`config.mk`:
```
export PLATFORM = sky130hd
export DESIGN_NAME = signed_int_to_radix_digits_core
export DESIGN_NICKNAME = d
export VERILOG_FILES = /design/src/sitrd_pkg.sv /design/src/sitrd_div.sv /design/src/signed_int_to_radix_digits_core.sv
export SDC_FILE = /design/constraint.sdc
export NUM_CORES = 1
export LEC_CHECK = 0
export BUFFER_PORTS_ARGS = -buffer_cell sky130_fd_sc_hd__buf_2
export CELL_PAD_IN_SITES_DETAIL_PLACEMENT = 1
export CELL_PAD_IN_SITES_GLOBAL_PLACEMENT = 1
export CORE_AREA = 3 3 265 267
export DETAILED_ROUTE_END_ITERATION = 8
export DIE_AREA = 0 0 268 270
export PLACE_DENSITY_LB_ADDON = 0.1
export SLEW_MARGIN = 5
export SYNTH_ARGS = -nofsm -noshare
export SYNTH_HDL_FRONTEND = slang
export SYNTH_SLANG_ARGS = --single-unit
```
`constraint.sdc`:
```
create_clock -name clock -period 13.2 [get_ports clock]
set_input_delay 0.66 -clock clock [delete_from_list [all_inputs] [get_ports clock]]
set_output_delay 0.66 -clock clock [all_outputs]
set_load 0.05 [all_outputs]
```
`src/sitrd_pkg.sv`:
```
// Types, constants and helpers shared by the radix digit converter.
package sitrd_pkg;

   localparam int WORD_W     = 32;
   localparam int CHAR_W     = 8;
   localparam int DIGIT_W    = 4;
   localparam int ALPHA_N    = 16;
   localparam int SIZE_W     = 5;
   localparam int ALPHA_W    = 64;
   localparam int DIGIT_BUF  = 32;
   localparam int DIGIT_IW   = $clog2(DIGIT_BUF);
   localparam int COUNT_W    = DIGIT_IW + 1;
   localparam int STEP_BITS  = 8;
   localparam int MIN_BASE   = 2;
   localparam int MAX_BASE   = 16;
   localparam int CSR_IDX_W  = 2;

   localparam logic [CHAR_W-1:0] CHAR_PLUS  = 8'h2B;
   localparam logic [CHAR_W-1:0] CHAR_MINUS = 8'h2D;

   typedef enum logic [CSR_IDX_W-1:0] {
      CSR_BASE_SIZE  = 2'd0,
      CSR_ALPHA_LOW  = 2'd1,
      CSR_ALPHA_HIGH = 2'd2
   } csr_index_type;

   typedef enum logic [2:0] {
      ST_IDLE,
      ST_CHECK,
      ST_DIVIDE,
      ST_SIGN,
      ST_EMIT
   } state_type;

   typedef struct packed {
      logic              start;
      logic [WORD_W-1:0] dividend;
      logic [SIZE_W-1:0] divisor;
   } div_req_type;

   typedef struct packed {
      logic               done;
      logic [WORD_W-1:0]  quotient;
      logic [DIGIT_W-1:0] remainder;
   } div_rsp_type;

   function automatic logic [CHAR_W-1:0] alpha_entry(
      input logic [ALPHA_W-1:0]  lo,
      input logic [ALPHA_W-1:0]  hi,
      input logic [DIGIT_W-1:0]  idx
   );
      logic [ALPHA_W-1:0] word;
      word = idx[DIGIT_W-1] ? hi : lo;
      return word[idx[DIGIT_W-2:0]*CHAR_W +: CHAR_W];
   endfunction

endpackage

```
`src/sitrd_div.sv`:
```
// Iterative 32-bit by 5-bit unsigned divider, several quotient bits per cycle.
module sitrd_div
   import sitrd_pkg::*;
(
   input  logic        clock,
   input  logic        reset,
   input  div_req_type req,
   output div_rsp_type rsp
);

   localparam int CHUNKS  = WORD_W / STEP_BITS;
   localparam int CHUNK_W = $clog2(CHUNKS);
   localparam logic [CHUNK_W-1:0] LAST_CHUNK = CHUNK_W'(CHUNKS - 1);

   logic                busy_ff, busy_in;
   logic                done_ff, done_in;
   logic [CHUNK_W-1:0]  cnt_ff, cnt_in;
   logic [WORD_W-1:0]   q_ff, q_in;
   logic [SIZE_W-1:0]   r_ff, r_in;
   logic [SIZE_W-1:0]   d_ff, d_in;

   always_comb begin
      logic [SIZE_W:0]   r_t;
      logic [WORD_W-1:0] q_t;
      r_t     = {1'b0, r_ff};
      q_t     = q_ff;
      busy_in = busy_ff;
      done_in = 1'b0;
      cnt_in  = cnt_ff;
      d_in    = d_ff;
      // restoring steps: dividend shifts out the top, quotient bits in the bottom
      for (int k = 0; k < STEP_BITS; k++) begin
         r_t = {r_t[SIZE_W-1:0], q_t[WORD_W-1]};
         q_t = {q_t[WORD_W-2:0], 1'b0};
         if (r_t >= {1'b0, d_ff}) begin
            r_t    = r_t - {1'b0, d_ff};
            q_t[0] = 1'b1;
         end
      end
      q_in = q_ff;
      r_in = r_ff;
      if (req.start) begin
         q_in    = req.dividend;
         r_in    = '0;
         d_in    = req.divisor;
         cnt_in  = '0;
         busy_in = 1'b1;
      end else if (busy_ff) begin
         q_in   = q_t;
         r_in   = r_t[SIZE_W-1:0];
         cnt_in = cnt_ff + 1'b1;
         if (cnt_ff == LAST_CHUNK) begin
            busy_in = 1'b0;
            done_in = 1'b1;
         end
      end
   end

   always_ff @(posedge clock) begin
      if (reset) begin
         busy_ff <= 1'b0;
         done_ff <= 1'b0;
         cnt_ff  <= '0;
      end else begin
         busy_ff <= busy_in;
         done_ff <= done_in;
         cnt_ff  <= cnt_in;
      end
      q_ff <= q_in;
      r_ff <= r_in;
      d_ff <= d_in;
   end

   assign rsp.done      = done_ff;
   assign rsp.quotient  = q_ff;
   assign rsp.remainder = r_ff[DIGIT_W-1:0];

`ifndef SYNTH
   a_no_start_busy: assert property (@(posedge clock) disable iff (reset)
      req.start |-> !busy_ff)
      else $error("divider started while busy");
   a_done_after_busy: assert property (@(posedge clock) disable iff (reset)
      done_ff |-> $past(busy_ff))
      else $error("divider done without work");
   a_rem_below_divisor: assert property (@(posedge clock) disable iff (reset)
      done_ff |-> r_ff < d_ff)
      else $error("remainder not below divisor");
`endif

endmodule

```
`src/signed_int_to_radix_digits_core.sv`:
```
// Top level: signed 32-bit number to radix text, one character word per cycle
// while the output is not stalled. The registered alphabet check comes first,
// then each digit from the divider, eight quotient bits at a time, then an
// optional minus sign and the characters, most significant first; a bad base
// gives a lone invalid word. One number at a time; the divider loop sets the rate.
// Reset is synchronous, active high, and clears the config registers, state,
// output valid and digit count (base invalid until configured).
module signed_int_to_radix_digits_core
   import sitrd_pkg::*;
(
   input  logic                 clock,
   input  logic                 reset,
   // config write channel
   input  logic                 csr_valid,
   output logic                 csr_ready,
   input  logic [CSR_IDX_W-1:0] csr_index,
   input  logic [ALPHA_W-1:0]   csr_data,
   // input words
   input  logic                 req_tvalid,
   output logic                 req_tready,
   input  logic [WORD_W-1:0]    req_tdata,   // [31:0] number
   // result words
   output logic                 rsp_tvalid,
   input  logic                 rsp_tready,
   output logic [CHAR_W-1:0]    rsp_tdata,   // [7:0] character
   output logic                 rsp_tlast,
   output logic                 rsp_tuser    // [0] base_invalid
);

   logic [SIZE_W-1:0]  base_size_ff;
   logic [ALPHA_W-1:0] alpha_lo_ff;
   logic [ALPHA_W-1:0] alpha_hi_ff;
   logic               base_ok_ff, base_ok_in;

   state_type          state_ff, state_in;
   logic               neg_ff, neg_in;
   logic [WORD_W-1:0]  mag_ff, mag_in;
   logic [COUNT_W-1:0] nd_ff, nd_in;
   logic [DIGIT_IW-1:0] idx_ff, idx_in;
   logic [DIGIT_W-1:0] digit_ff [DIGIT_BUF];
   logic               dig_we;

   logic               rsp_valid_ff, rsp_valid_in;
   logic [CHAR_W-1:0]  rsp_char_ff, rsp_char_in;
   logic               rsp_last_ff, rsp_last_in;
   logic               rsp_inval_ff, rsp_inval_in;

   div_req_type        div_req;
   div_rsp_type        div_rsp;

   logic               slot_free;
   logic [COUNT_W-1:0] nd_next;

   // config registers
   assign csr_ready = 1'b1;

   always_ff @(posedge clock) begin
      if (reset) begin
         base_size_ff <= '0;
         alpha_lo_ff  <= '0;
         alpha_hi_ff  <= '0;
      end else if (csr_valid) begin
         unique case (csr_index)
            CSR_BASE_SIZE:  base_size_ff <= csr_data[SIZE_W-1:0];
            CSR_ALPHA_LOW:  alpha_lo_ff  <= csr_data;
            CSR_ALPHA_HIGH: alpha_hi_ff  <= csr_data;
            default: ;
         endcase
      end
   end

   // alphabet check: base in 2..16; entries in use must be nonzero, not a sign, and distinct
   always_comb begin
      logic [CHAR_W-1:0] ch [ALPHA_N];
      logic              used [ALPHA_N];
      logic              ok;
      ok = (base_size_ff >= SIZE_W'(MIN_BASE)) && (base_size_ff <= SIZE_W'(MAX_BASE));
      for (int i = 0; i < ALPHA_N; i++) begin
         ch[i]   = alpha_entry(alpha_lo_ff, alpha_hi_ff, DIGIT_W'(i));
         used[i] = SIZE_W'(i) < base_size_ff;
      end
      for (int i = 0; i < ALPHA_N; i++) begin
         if (used[i] && (ch[i] == '0 || ch[i] == CHAR_PLUS || ch[i] == CHAR_MINUS))
            ok = 1'b0;
         for (int j = 0; j < i; j++) begin
            if (used[i] && used[j] && ch[i] == ch[j])
               ok = 1'b0;
         end
      end
      base_ok_in = ok;
   end

   always_ff @(posedge clock) begin
      base_ok_ff <= base_ok_in;
   end

   sitrd_div u_div (
      .clock (clock),
      .reset (reset),
      .req   (div_req),
      .rsp   (div_rsp)
   );

   assign slot_free  = !rsp_valid_ff || rsp_tready;
   assign req_tready = (state_ff == ST_IDLE);
   assign nd_next    = nd_ff + 1'b1;

   always_comb begin
      state_in     = state_ff;
      neg_in       = neg_ff;
      mag_in       = mag_ff;
      nd_in        = nd_ff;
      idx_in       = idx_ff;
      dig_we       = 1'b0;
      rsp_valid_in = rsp_valid_ff && !rsp_tready;
      rsp_char_in  = rsp_char_ff;
      rsp_last_in  = rsp_last_ff;
      rsp_inval_in = rsp_inval_ff;
      div_req.start    = 1'b0;
      div_req.dividend = mag_ff;
      div_req.divisor  = base_size_ff;

      unique case (state_ff)
         ST_IDLE: begin
            if (req_tvalid) begin
               neg_in   = req_tdata[WORD_W-1];
               mag_in   = req_tdata[WORD_W-1] ? ('0 - req_tdata) : req_tdata;
               nd_in    = '0;
               state_in = ST_CHECK;
            end
         end
         ST_CHECK: begin
            if (!base_ok_ff) begin
               if (slot_free) begin
                  rsp_valid_in = 1'b1;
                  rsp_char_in  = '0;
                  rsp_last_in  = 1'b1;
                  rsp_inval_in = 1'b1;
                  state_in     = ST_IDLE;
               end
            end else begin
               div_req.start = 1'b1;
               state_in      = ST_DIVIDE;
            end
         end
         ST_DIVIDE: begin
            if (div_rsp.done) begin
               dig_we = 1'b1;
               nd_in  = nd_next;
               mag_in = div_rsp.quotient;
               if (div_rsp.quotient != '0 && nd_next < COUNT_W'(DIGIT_BUF)) begin
                  div_req.start    = 1'b1;
                  div_req.dividend = div_rsp.quotient;
               end else begin
                  idx_in   = nd_ff[DIGIT_IW-1:0];
                  state_in = neg_ff ? ST_SIGN : ST_EMIT;
               end
            end
         end
         ST_SIGN: begin
            if (slot_free) begin
               rsp_valid_in = 1'b1;
               rsp_char_in  = CHAR_MINUS;
               rsp_last_in  = 1'b0;
               rsp_inval_in = 1'b0;
               state_in     = ST_EMIT;
            end
         end
         ST_EMIT: begin
            if (slot_free) begin
               rsp_valid_in = 1'b1;
               rsp_char_in  = alpha_entry(alpha_lo_ff, alpha_hi_ff, digit_ff[idx_ff]);
               rsp_last_in  = (idx_ff == '0);
               rsp_inval_in = 1'b0;
               if (idx_ff == '0)
                  state_in = ST_IDLE;
               else
                  idx_in = idx_ff - 1'b1;
            end
         end
         default: state_in = ST_IDLE;
      endcase
   end

   always_ff @(posedge clock) begin
      if (reset) begin
         state_ff     <= ST_IDLE;
         rsp_valid_ff <= 1'b0;
         nd_ff        <= '0;
      end else begin
         state_ff     <= state_in;
         rsp_valid_ff <= rsp_valid_in;
         nd_ff        <= nd_in;
      end
      neg_ff       <= neg_in;
      mag_ff       <= mag_in;
      idx_ff       <= idx_in;
      rsp_char_ff  <= rsp_char_in;
      rsp_last_ff  <= rsp_last_in;
      rsp_inval_ff <= rsp_inval_in;
      // digits land least significant first
      if (dig_we)
         digit_ff[nd_ff[DIGIT_IW-1:0]] <= div_rsp.remainder;
   end

   assign rsp_tvalid = rsp_valid_ff;
   assign rsp_tdata  = rsp_char_ff;
   assign rsp_tlast  = rsp_last_ff;
   assign rsp_tuser  = rsp_inval_ff;

`ifndef SYNTH
   a_invalid_lone: assert property (@(posedge clock) disable iff (reset)
      rsp_valid_ff && rsp_inval_ff |-> rsp_last_ff && rsp_char_ff == '0)
      else $error("invalid-base word not a lone empty word");
   a_digit_count: assert property (@(posedge clock) disable iff (reset)
      state_ff == ST_DIVIDE |-> nd_ff < COUNT_W'(DIGIT_BUF))
      else $error("digit buffer overflow");
   a_done_in_divide: assert property (@(posedge clock) disable iff (reset)
      div_rsp.done |-> state_ff == ST_DIVIDE)
      else $error("divider result outside divide state");
   a_check_follows_accept: assert property (@(posedge clock) disable iff (reset)
      req_tvalid && req_tready |=> state_ff == ST_CHECK)
      else $error("accepted word did not enter check");
`endif

endmodule
```
After elaboration in Yosys (flattened, before gate mapping)
Memory sizes are Yosys's and may differ from the RTL's. A register that Yosys moved wholly into a read port is not among the register bits.
Cells that the tools add are included.
Widths: inputs -> output; s select.
{"block": "word_totals", "input_bits": 103, "output_inout_bits": 13, "wordCells": 634, "ff_bits": 238, "ram_bits": 128, "n_memories": 1}
{"block": "op_classes", "shifts": 1, "addsub": 12, "order_cmp": 27, "n_reduce_logical": 333, "n_mux": 69, "eq_ne": 171, "bitwise_logic": 1}
{"name": "digit_ff", "words": 32, "word_bits": 4, "rd": 1, "rd_clocked_by_memory_dff": 1, "wr": 1, "line_no": "signed_int_to_radix_digits_core.sv:40", "rtl": "logic [DIGIT_W-1:0] digit_ff [DIGIT_BUF];"}
{"op": "$eq 8x8->1", "count": 120}
{"op": "$logic_and 1x1->1", "count": 259}
{"op": "$eq 8x6->1 const B", "count": 32}
{"op": "$mux 32", "count": 6}
{"op": "$reduce_or 136->1", "count": 1}
{"op": "$logic_not 8->1", "count": 16}
{"op": "$mux 33", "count": 2}
{"op": "$mux 5", "count": 13}
{"op": "$mux 64", "count": 1}
{"op": "$pmux 32 s2", "count": 1}
{"op": "$shiftx 64x7->8", "count": 1}
{"op": "$ge 6x5->1", "count": 8}
{"op": "$lt 4x5->1 const A", "count": 8}
{"op": "$sub 5x5->5", "count": 8}
{"op": "$logic_or 1x1->1", "count": 33}
{"op": "$mux 8", "count": 4}
{"op": "$reduce_bool 32->1", "count": 1}
{"op": "$sub 1x32->32 const A", "count": 1}
{"op": "$mux 3", "count": 9}
{"op": "$pmux 8 s3", "count": 1}
{"op": "$mux 1", "count": 23}
{"op": "$lt 3x5->1 const A", "count": 4}
{"op": "$ne 2x2->1 const B", "count": 8}
{"op": "$pmux 3 s5", "count": 1}
{"op": "35 further kinds", "count": 53}

Longest topological paths before layout
Gate-level depths: netlist of the first run.
{"block": "depth", "word_depth": 18, "ltp_mapped": 67, "mapped_depth_nobuf": 66}

Hierarchy
From an unflattened synthesis of the first run, not the netlist that was laid out.
{"block": "hier_totals", "hier_cells": 3461, "hier_area_um2": 31157.4}
{"mod": "signed_int_to_radix_digits_core", "area_per_inst_um2": 27111.0, "cells_per_inst": 3067, "seq_area_each_um2": 8267.9, "n_inst": 1}
{"mod": "sitrd_div", "area_per_inst_um2": 4046.4, "cells_per_inst": 394, "seq_area_each_um2": 1291.2, "n_inst": 1}

Least setup slack after synthesis of the first run
No wires, ideal clock.
{"block": "synth_timing", "path_type": "flip-flop to flip-flop", "startpoint": "reg u_div.d_ff[1]", "endpoint": "reg u_div.r_ff[1]", "path_buffers": 0, "synth_period_minus_slack_ns": 13.126, "t_arrival_ns": 12.983, "setup_ns": 0.143, "setup_slack_ns": 0.074, "path_stages_with_launch": 65, "t_required_ns": 13.057, "cell_sequence": "edfxtp_1 -> inv_1 -> fa_1 -> a21o_1 -> and2_1 -> or3_1 -> and2_1 -> ha_1 -> nor2_1 -> a21oi_1 -> o22ai_2 -> nand3_1 -> mux2_2 -> fa_1 -> nand2b_1 -> a21oi_1 -> o22a_1 -> a211oi_1 -> [29 not listed] -> o21ai_0 -> nand2b_1 -> a41o_1 -> a21oi_1 -> o21ai_0 -> a21oi_2 -> mux2i_2 -> mux2i_1 -> fa_1 -> a21oi_1 -> nor2b_1 -> o21ai_0 -> nand2b_1 -> a21oi_1 -> o21ai_0 -> a211oi_4 -> mux2i_1 -> a211oi_1"}
{"block": "synth_between", "elab_chain_cells": 16, "word_cells_on_any_way": 24, "classes_between": "add/sub: 8; order compare: 8; mux: 8"}
{"element": "from (decl)", "line_no": "sitrd_div.sv:20", "rtl": "logic [SIZE_W-1:0] d_ff, d_in;"}
{"element": "from (signal assigned)", "line_no": "sitrd_div.sv:71", "rtl": "d_ff <= d_in;"}
{"element": "$sub 5x5->5 / $ge 6x5->1 (equally long branches)", "line_no": "sitrd_div.sv:36, sitrd_div.sv:35"}
{"element": "$mux 5", "line_no": "sitrd_div.sv:35", "rtl": "if (r_t >= {1'b0, d_ff}) begin"}
{"element": "$sub 5x5->5 / $ge 6x5->1 (equally long branches)", "line_no": "sitrd_div.sv:36, sitrd_div.sv:35"}
{"element": "$mux 5", "line_no": "sitrd_div.sv:35"}
{"element": "$sub 5x5->5 / $ge 6x5->1 (equally long branches)", "line_no": "sitrd_div.sv:36, sitrd_div.sv:35"}
{"element": "$mux 5", "line_no": "sitrd_div.sv:35"}
{"element": "$sub 5x5->5 / $ge 6x5->1 (equally long branches)", "line_no": "sitrd_div.sv:36, sitrd_div.sv:35"}
{"element": "$mux 5", "line_no": "sitrd_div.sv:35"}
{"element": "$ge 6x5->1 / $sub 5x5->5 (equally long branches)", "line_no": "sitrd_div.sv:35, sitrd_div.sv:36"}
{"element": "$mux 5", "line_no": "sitrd_div.sv:35"}
{"element": "$sub 5x5->5 / $ge 6x5->1 (equally long branches)", "line_no": "sitrd_div.sv:36, sitrd_div.sv:35"}
{"element": "$mux 5", "line_no": "sitrd_div.sv:35"}
{"element": "$ge 6x5->1 / $sub 5x5->5 (equally long branches)", "line_no": "sitrd_div.sv:35, sitrd_div.sv:36"}
{"element": "$mux 5", "line_no": "sitrd_div.sv:35"}
{"element": "$sub 5x5->5 / $ge 6x5->1 (equally long branches)", "line_no": "sitrd_div.sv:36, sitrd_div.sv:35"}
{"element": "$mux 5 (*)", "line_no": "sitrd_div.sv:35"}
{"element": "to (signal assigned)", "line_no": "sitrd_div.sv:70", "rtl": "r_ff <= r_in;"}
{"element": "to (decl)", "line_no": "sitrd_div.sv:19", "rtl": "logic [SIZE_W-1:0] r_ff, r_in;"}
Mark *: on every way between the ends. The rest lies on a longest branch, timed or not.
A chain may end at the register's enable or synchronous reset.

Final worst setup path of the first run
{"block": "layout_timing", "startpoint": "reg u_div.q_ff[31]", "endpoint": "reg u_div.r_ff[1]"}
{"block": "layout_between", "elab_chain_cells": 16, "word_cells_on_any_way": 29, "classes_between": "add/sub: 8; order compare: 8; mux: 11; reduce/logical: 2"}
{"element": "from (decl)", "line_no": "sitrd_div.sv:18", "rtl": "logic [WORD_W-1:0] q_ff, q_in;"}
{"element": "from (signal assigned)", "line_no": "sitrd_div.sv:69", "rtl": "q_ff <= q_in;"}
{"element": "$sub 5x5->5 / $ge 6x5->1 (equally long branches)", "line_no": "sitrd_div.sv:36, sitrd_div.sv:35"}
{"element": "$mux 5", "line_no": "sitrd_div.sv:35"}
{"element": "$sub 5x5->5 / $ge 6x5->1 (equally long branches)", "line_no": "sitrd_div.sv:36, sitrd_div.sv:35"}
{"element": "$mux 5", "line_no": "sitrd_div.sv:35"}
{"element": "$sub 5x5->5 / $ge 6x5->1 (equally long branches)", "line_no": "sitrd_div.sv:36, sitrd_div.sv:35"}
{"element": "$mux 5", "line_no": "sitrd_div.sv:35"}
{"element": "$sub 5x5->5 / $ge 6x5->1 (equally long branches)", "line_no": "sitrd_div.sv:36, sitrd_div.sv:35"}
{"element": "$mux 5", "line_no": "sitrd_div.sv:35"}
{"element": "$sub 5x5->5 / $ge 6x5->1 (equally long branches)", "line_no": "sitrd_div.sv:36, sitrd_div.sv:35"}
{"element": "$mux 5", "line_no": "sitrd_div.sv:35"}
{"element": "$ge 6x5->1 / $sub 5x5->5 (equally long branches)", "line_no": "sitrd_div.sv:35, sitrd_div.sv:36"}
{"element": "$mux 5", "line_no": "sitrd_div.sv:35"}
{"element": "$ge 6x5->1 / $sub 5x5->5 (equally long branches)", "line_no": "sitrd_div.sv:35, sitrd_div.sv:36"}
{"element": "$mux 5", "line_no": "sitrd_div.sv:35"}
{"element": "$sub 5x5->5 / $ge 6x5->1 (equally long branches)", "line_no": "sitrd_div.sv:36, sitrd_div.sv:35"}
{"element": "$mux 5", "line_no": "sitrd_div.sv:35"}
Parallel ways exist; a longest one is shown, timed or not. The select of a mux whose other input is x is not followed.

==> flow_metrics.env, run 1 <==
export IMPL_r2r_end="u_div.r_ff[1]"
export IMPL_grt_pass1_vias=28400
export IMPL_period_share=0.966
export IMPL_cts_tree="built"
export IMPL_initial_utilization=0.447
export IMPL_syn_inst=3477
export IMPL_drc=0
export IMPL_hpwl_um=79500
export IMPL_grt_pass1_wl_um=185000
export IMPL_grt_total_usage=0.340
export IMPL_dp_cells=4289
export IMPL_max_freq_mhz=78.4
export IMPL_power_density_nw_per_um2=386
export IMPL_place_ws_ns=-0.832
export IMPL_power_frac_seq=0.111
export IMPL_vias_per_cell=6.27
export IMPL_cp_slowest_cell="edfxtp_1"
export IMPL_utilization=0.502
export IMPL_setup_slack_ns=0.445
export IMPL_final_nets=3634
export IMPL_peakVddDrop_uv=1610
export IMPL_yosysWarnings=0
export IMPL_yosys_most_used_dff="edfxtp_1"
export IMPL_clockRootBuffer="clkbuf_16"
export IMPL_fin_cells=4394
export IMPL_synth_nets=3636
export IMPL_end_kind="register"
export IMPL_r2r_start="u_div.q_ff[31]"
export IMPL_chipHeight_um=270
export IMPL_io_buffers=114
export IMPL_rr_worst_depth=69
export IMPL_grt_max_degree=81
export IMPL_switching_share=0.425
export IMPL_syn_to_final_growth_pct=12.2
export IMPL_cts_max_level=2
export IMPL_drv_slew=0
export IMPL_synth_edf_count=213
export IMPL_clock_path_buffers=3
export IMPL_wl_um=126000
export IMPL_num_vias=27500
export IMPL_setup_violations=0
export IMPL_wire_per_inst_um=28.6
export IMPL_seq_area_frac_synth=0.313
export IMPL_arrival_ns=13.23
export IMPL_p_sw_uw=5630
export IMPL_min_path_cells=2
export IMPL_cp_required_ns=13.67
export IMPL_n_fill_cell=7819
export IMPL_maxCapViolCount=0
export IMPL_clk_pin_slew_worst_paths_ns=0.06
export IMPL_rows=96
export IMPL_die_w_um=268
export IMPL_drt_pre_antenna_iters=5
export IMPL_syn_area_um2=30600
export IMPL_core_area_um2=68300
export IMPL_clkLatencyLatePin_ns=0.62
export IMPL_cts_hold_fix_buffers=0
export IMPL_p_total_uw=13200
export IMPL_ios=116
export IMPL_ant_nets=0
export IMPL_setup_worst_path_class="reg2reg"
export IMPL_path_max_fanout=6
export IMPL_setup_tns_ns=0
export IMPL_syn_avg_cell_area_um2=8.79
export IMPL_tightest_slew_ns=1.31
export IMPL_p_clk_frac=0.099
export IMPL_routabilityCongestion=0.938
export IMPL_yosysUniqueCellTypes=77
export IMPL_clkSinkCount=371
export IMPL_ys_ff_latch=371
export IMPL_power_frac_comb=0.790
export IMPL_max_stage_delay_ns=0.40
export IMPL_drtIter0Drc=2991
export IMPL_rrSetupSlack_ns=0.45
export IMPL_synthArstFlopShare=0
export IMPL_period_needed_ns=12.75
export IMPL_p_leak_uw=0.0137
export IMPL_skew_ns=0.0128
export IMPL_dieArea_um2=72400
export IMPL_hold_class="in2reg"
export IMPL_hp_start="reset"
export IMPL_antenna_found_initial=1
export IMPL_max_slew_margin_rel=0.128
export IMPL_internal_power_uw=7610
export IMPL_status="complete, no violations"
export IMPL_overflow=0
export IMPL_cts_made_buffers=44
export IMPL_hold_violations=0
export IMPL_cp_start_kind="register"
export IMPL_drive_gt1_frac=0.153
export IMPL_hold_path_end="state_ff[2]"
==> worst max-delay path by stage <==
stage	from	endpoint	slack, ns
6_report	u_div.q_ff[31]	u_div.r_ff[1]	0.45
5_1_grt	u_div.q_ff[31]	u_div.r_ff[1]	-0.18
4_1_cts	u_div.q_ff[31]	u_div.r_ff[1]	0.02
3_5_place_dp	u_div.q_ff[31]	u_div.r_ff[1]	-0.83
3_3_place_gp	u_div.q_ff[31]	u_div.r_ff[1]	-0.28
2_1_floorplan	u_div.d_ff[1]	u_div.r_ff[1]	0.07
==> cells in the mapped netlist, drive strengths merged, types with 4 or more instances <==
| cell | number | area (um2) |
|---|---|---|
| fa | 8 | 160 |
| o21ai | 115 | 576 |
| and2 | 6 | 37.5 |
| mux2 | 23 | 267 |
| nand3 | 43 | 215 |
| or2 | 7 | 43.8 |
| a21oi | 199 | 1010 |
| or3 | 6 | 37.5 |
| nand2 | 438 | 1640 |
| clkbuf | 229 | 860 |
| buf | 137 | 538 |
| mux2i | 66 | 672 |
| a22oi | 4 | 30.0 |
| o2111ai | 4 | 35.0 |
| or4 | 22 | 165 |
| ha | 48 | 601 |
| edfxtp | 213 | 6400 |
| dfxtp | 158 | 3160 |
| nor3 | 56 | 280 |
| nor3b | 4 | 30.0 |
| nor4 | 123 | 769 |
| a211oi | 44 | 353 |
| o41ai | 5 | 43.8 |
| o31ai | 12 | 90.1 |
| xnor2 | 605 | 5300 |
| nand4 | 149 | 932 |
| nand3b | 8 | 60.1 |
| nor2b | 23 | 144 |
| nor2 | 103 | 387 |
| nand2b | 12 | 75.1 |
| a41o | 4 | 40.0 |
| a31oi | 13 | 81.3 |
| o211ai | 6 | 50.1 |
| o22ai | 9 | 62.6 |
| a41oi | 9 | 78.8 |
| mux4 | 44 | 991 |
| a21o | 18 | 135 |
| xor2 | 428 | 3750 |
| inv | 43 | 161 |
==> layout by cell type, fill, tap and decap left out, types with 8 or more instances in the layout <==
cell and count:
a21o_1 18, a211oi_1 40, buf_4 203, o22ai_1 8, nor2_1 98, nor3_1 56
buf_2 113, mux4_2 44, mux2_4 10, or4_1 22, nand2b_1 11, xor2_1 428
inv_1 43, a31oi_1 12, clkbuf_16 48, xnor2_1 605, nand3b_1 8, o21ai_0 103
o31ai_1 12, mux2_2 13, a21oi_1 191, nand3_1 42, dfxtp_1 153, ha_1 41
nand4_1 149, a41oi_1 8, clkbuf_1 9, mux2i_1 53, nor4_1 123, nand2_1 437
edfxtp_1 213, nor2b_1 22
==> layout make-up <==
type | instances | area (um2) | area share
clock buffers | 59 | 1260 | 0.0368
multi-input cells | 2697 | 19800 | 0.577
inverters | 43 | 161 | 0.00471
repair buffers | 318 | 2110 | 0.0616
well taps | 882 | 1100 | 0.0322
clock inverters | 23 | 290 | 0.00846
diodes | 1 | 2.50 | 0.0000730
flip-flops and latches | 371 | 9570 | 0.279
==> what timing repair did <==
action,4_1_cts,5_1_grt
hold endpoints to repair,0,0
pin swaps,8,14
endpoints found under the setup margin,6,6
buffers inserted,11,11
resized for setup,32,45
==> sequential cells by signal (all words and copies together) (netlist names), 6 cells and up, named ones only <==
register     cells
alpha_hi_ff     64
alpha_lo_ff     64
digit_ff       128
mag_ff          32
nd_ff            6
rsp_tdata        8
u_div.q_ff      32
==> stage by stage <==
stage	hold WS, ns	cell area [um2]
floorplan	0.422	30600
global placement	0.444	32300
detailed placement	0.449	32300
CTS	0.178	34000
global route	0.191	34300
finish	0.208	34300
==> metal layers <==
layer / wire, um / GRT usage / vias to the layer above
li1: - / - / 12000
met1: 53400 / 0.465 / 13900
met2: 54700 / 0.518 / 1315
met3: 12000 / 0.0809 / 360
met4: 5540 / 0.130 / 2
met5: 8 / 0 / -
==> power by group through the flow <==
stage               registers (uW)  logic [uW]  clock network (uW)
detailed placement            1470        7410                   0
finish                        1470       10500                1310
global route                  1470       11200                1390
CTS                           1470        9490                1340
floorplan                     1490        5600                   0
global placement              1470        7080                   0
==> kinds of logic after synthesis <==
| logic type | count (synthesis) | synth area share |
|---|---|---|
| compound gates | 461 | 0.0906 |
| other cells | 1 | 0.000123 |
| flops | 371 | 0.313 |
| xor+xnor | 1033 | 0.296 |
| mux | 133 | 0.0631 |
| fa+ha+maj | 56 | 0.0249 |
| simple gates | 1013 | 0.161 |
| buf+inv | 409 | 0.0510 |
==> worst max-delay path: cells and delay by family (launching register included) <==
| kind | cells | cell delay [ns] |
|---|---|---|
| adders and majority gates | 9 | 2.32 |
| muxes | 8 | 1.91 |
| AOI/OAI and AO/OA | 29 | 5.09 |
| DFF | 1 | 0.40 |
| buffers and inverters | 9 | 1.03 |
| and+or+nand+nor | 14 | 1.81 |
(Power assumes the default switching activity.)
==> run 2: changes to the inputs <==
--- a/config.mk
+++ b/config.mk
@@ -12,6 +12,7 @@
 export DETAILED_ROUTE_END_ITERATION = 8
 export DIE_AREA = 0 0 268 270
 export PLACE_DENSITY_LB_ADDON = 0.1
+export RECOVER_POWER = 25
 export SLEW_MARGIN = 5
 export SYNTH_ARGS = -nofsm -noshare
 export SYNTH_HDL_FRONTEND = slang
==> flow_metrics.env, run 2 (synthesis gave the netlist of run 1 again) <==
export IMPL_status="complete, but fails checks"
export IMPL_violations="capacitance limit, slew limit"
export IMPL_p_total_uw=13200
export IMPL_max_freq_mhz=78.4
export IMPL_dp_cells=4289
export IMPL_path_buf_inv=9
export IMPL_clock_path_buffers=3
export IMPL_largest_reg_flops=128
export IMPL_path_max_fanout=6
export IMPL_grt_max_degree=81
export IMPL_cts_tree="built"
export IMPL_cts_max_level=2
export IMPL_hold_violations=0
export IMPL_wire_per_inst_um=28.6
export IMPL_setup_worst_path_class="reg2reg"
export IMPL_chipHeight_um=270
export IMPL_hpwl_um=79500
export IMPL_cts_hold_fix_buffers=0
export IMPL_hold_class="in2reg"
export IMPL_cts_made_buffers=44
export IMPL_grt_pass1_vias=28400
export IMPL_worstSetupPathDepth=68
export IMPL_max_slew_margin_rel=-1.41
export IMPL_utilization=0.502
export IMPL_seqCellArea_um2=9570
export IMPL_routabilityCongestion=0.938
export IMPL_r2r_end="u_div.r_ff[1]"
export IMPL_clkSinkCount=371
export IMPL_die_w_um=268
export IMPL_place_area_um2=32300
export IMPL_cp_startpoint="u_div.q_ff[31]"
export IMPL_initial_utilization=0.447
export IMPL_ant_nets=0
export IMPL_drt_pre_antenna_iters=6
export IMPL_num_vias=27400
export IMPL_r2r_start="u_div.q_ff[31]"
export IMPL_skew_ns=0.0146
export IMPL_cp_start_kind="register"
export IMPL_drc=0
export IMPL_overflow=0
export IMPL_rr_worst_depth=68
export IMPL_n_fill_cell=7823
export IMPL_maxCapViolCount=2
export IMPL_grt_pass1_wl_um=185000
export IMPL_cp_required_ns=13.67
export IMPL_io_buffers=114
export IMPL_peakVddDrop_uv=1590
export IMPL_tightest_slew_ns=3.61
export IMPL_final_common_cell="xnor2_1"
export IMPL_vias_per_cell=6.24
export IMPL_fin_area_um2=34300
export IMPL_period_share=0.966
export IMPL_ios=116
export IMPL_setup_tns_ns=0
export IMPL_drv_slew=65
export IMPL_final_nets=3634
export IMPL_period_needed_ns=12.76
export IMPL_grt_total_usage=0.340
export IMPL_max_stage_delay_ns=0.41
export IMPL_cp_slowest_cell="a2111o_1"
export IMPL_fin_cells=4393
export IMPL_arrival_ns=13.23
export IMPL_rows=96
export IMPL_dieArea_um2=72400
export IMPL_clkLatencyLatePin_ns=0.62
export IMPL_layout_common_cells="xnor2_1, nand2_1, xor2_1"
export IMPL_drive_gt1_frac=0.151
export IMPL_p_leak_uw=0.0137
export IMPL_syn_to_final_growth_pct=12.2
export IMPL_clk_pin_slew_worst_paths_ns=0.06
export IMPL_setup_violations=0
export IMPL_clockRootBuffer="clkbuf_16"
export IMPL_worstSetupEndpoint="u_div.r_ff[1]"
export IMPL_cp_top_family="compound AO/OA/AOI/OAI gates"
export IMPL_antenna_cells=0
export IMPL_end_kind="register"
export IMPL_antenna_found_initial=1
export IMPL_multi_input_area_um2=19800
export IMPL_core_area_um2=68300
export IMPL_rrSetupSlack_ns=0.44
export IMPL_power_density_nw_per_um2=386
export IMPL_wl_um=125000
export IMPL_drtIter0Drc=3019
run 2: metrics by stage:
| step | hold slack [ns] | setup slack [ns] |
|---|---|---|
| 6_report | 0.211 | 0.442 |
| 4_1_cts | 0.178 | 0.0237 |
| 2_1_floorplan | 0.422 | 0.0744 |
| 5_1_grt | 0.191 | -0.181 |
| 3_3_place_gp | 0.444 | -0.276 |
| 3_5_place_dp | 0.449 | -0.832 |
run 2: worst min path at each step:
stage | from | end | cells after the start
after floorplan | base_size_ff[3] | u_div.d_ff[3] | 0
after global placement | alpha_hi_ff[21] | alpha_hi_ff[21] | 2
after detailed placement | alpha_hi_ff[19] | alpha_hi_ff[19] | 2
after CTS | reset | state_ff[2] | 2
after global routing | reset | state_ff[2] | 2
final | reset | state_ff[2] | 2
run 2: repair_timing:
action                     in CTS  in global routing
pin swaps                       8                 14
gates resized for setup        32                 45
setup buffers                  11                 11
setup endpoints to repair       6                  6
run 2: cell type report:
| cell class | instances | share of cell area |
|---|---|---|
| clock buffer | 59 | 0.0368 |
| clock inverter | 23 | 0.00847 |
| inverter | 43 | 0.00471 |
| multi-input combinational | 2697 | 0.578 |
| sequential | 371 | 0.279 |
| tap | 882 | 0.0322 |
| timing repair buffer | 318 | 0.0611 |
run 2: where the power goes:
part | switching (uW) | internal, uW
Combinational | 5020 | 5420
Sequential | 44.6 | 1420
Clock | 550 | 763
Total | 5610 | 7610
run 2: routing by layer:
metal | share of wire | global-route usage | vias to the layer above | wire (um)
li1 | - | - | 11900 | -
met1 | 0.42 | 0.465 | 13800 | 53200
met2 | 0.44 | 0.518 | 1334 | 54700
met3 | 0.097 | 0.0809 | 351 | 12100
met4 | 0.043 | 0.130 | 2 | 5410
met5 | 0.000064 | 0 | - | 8
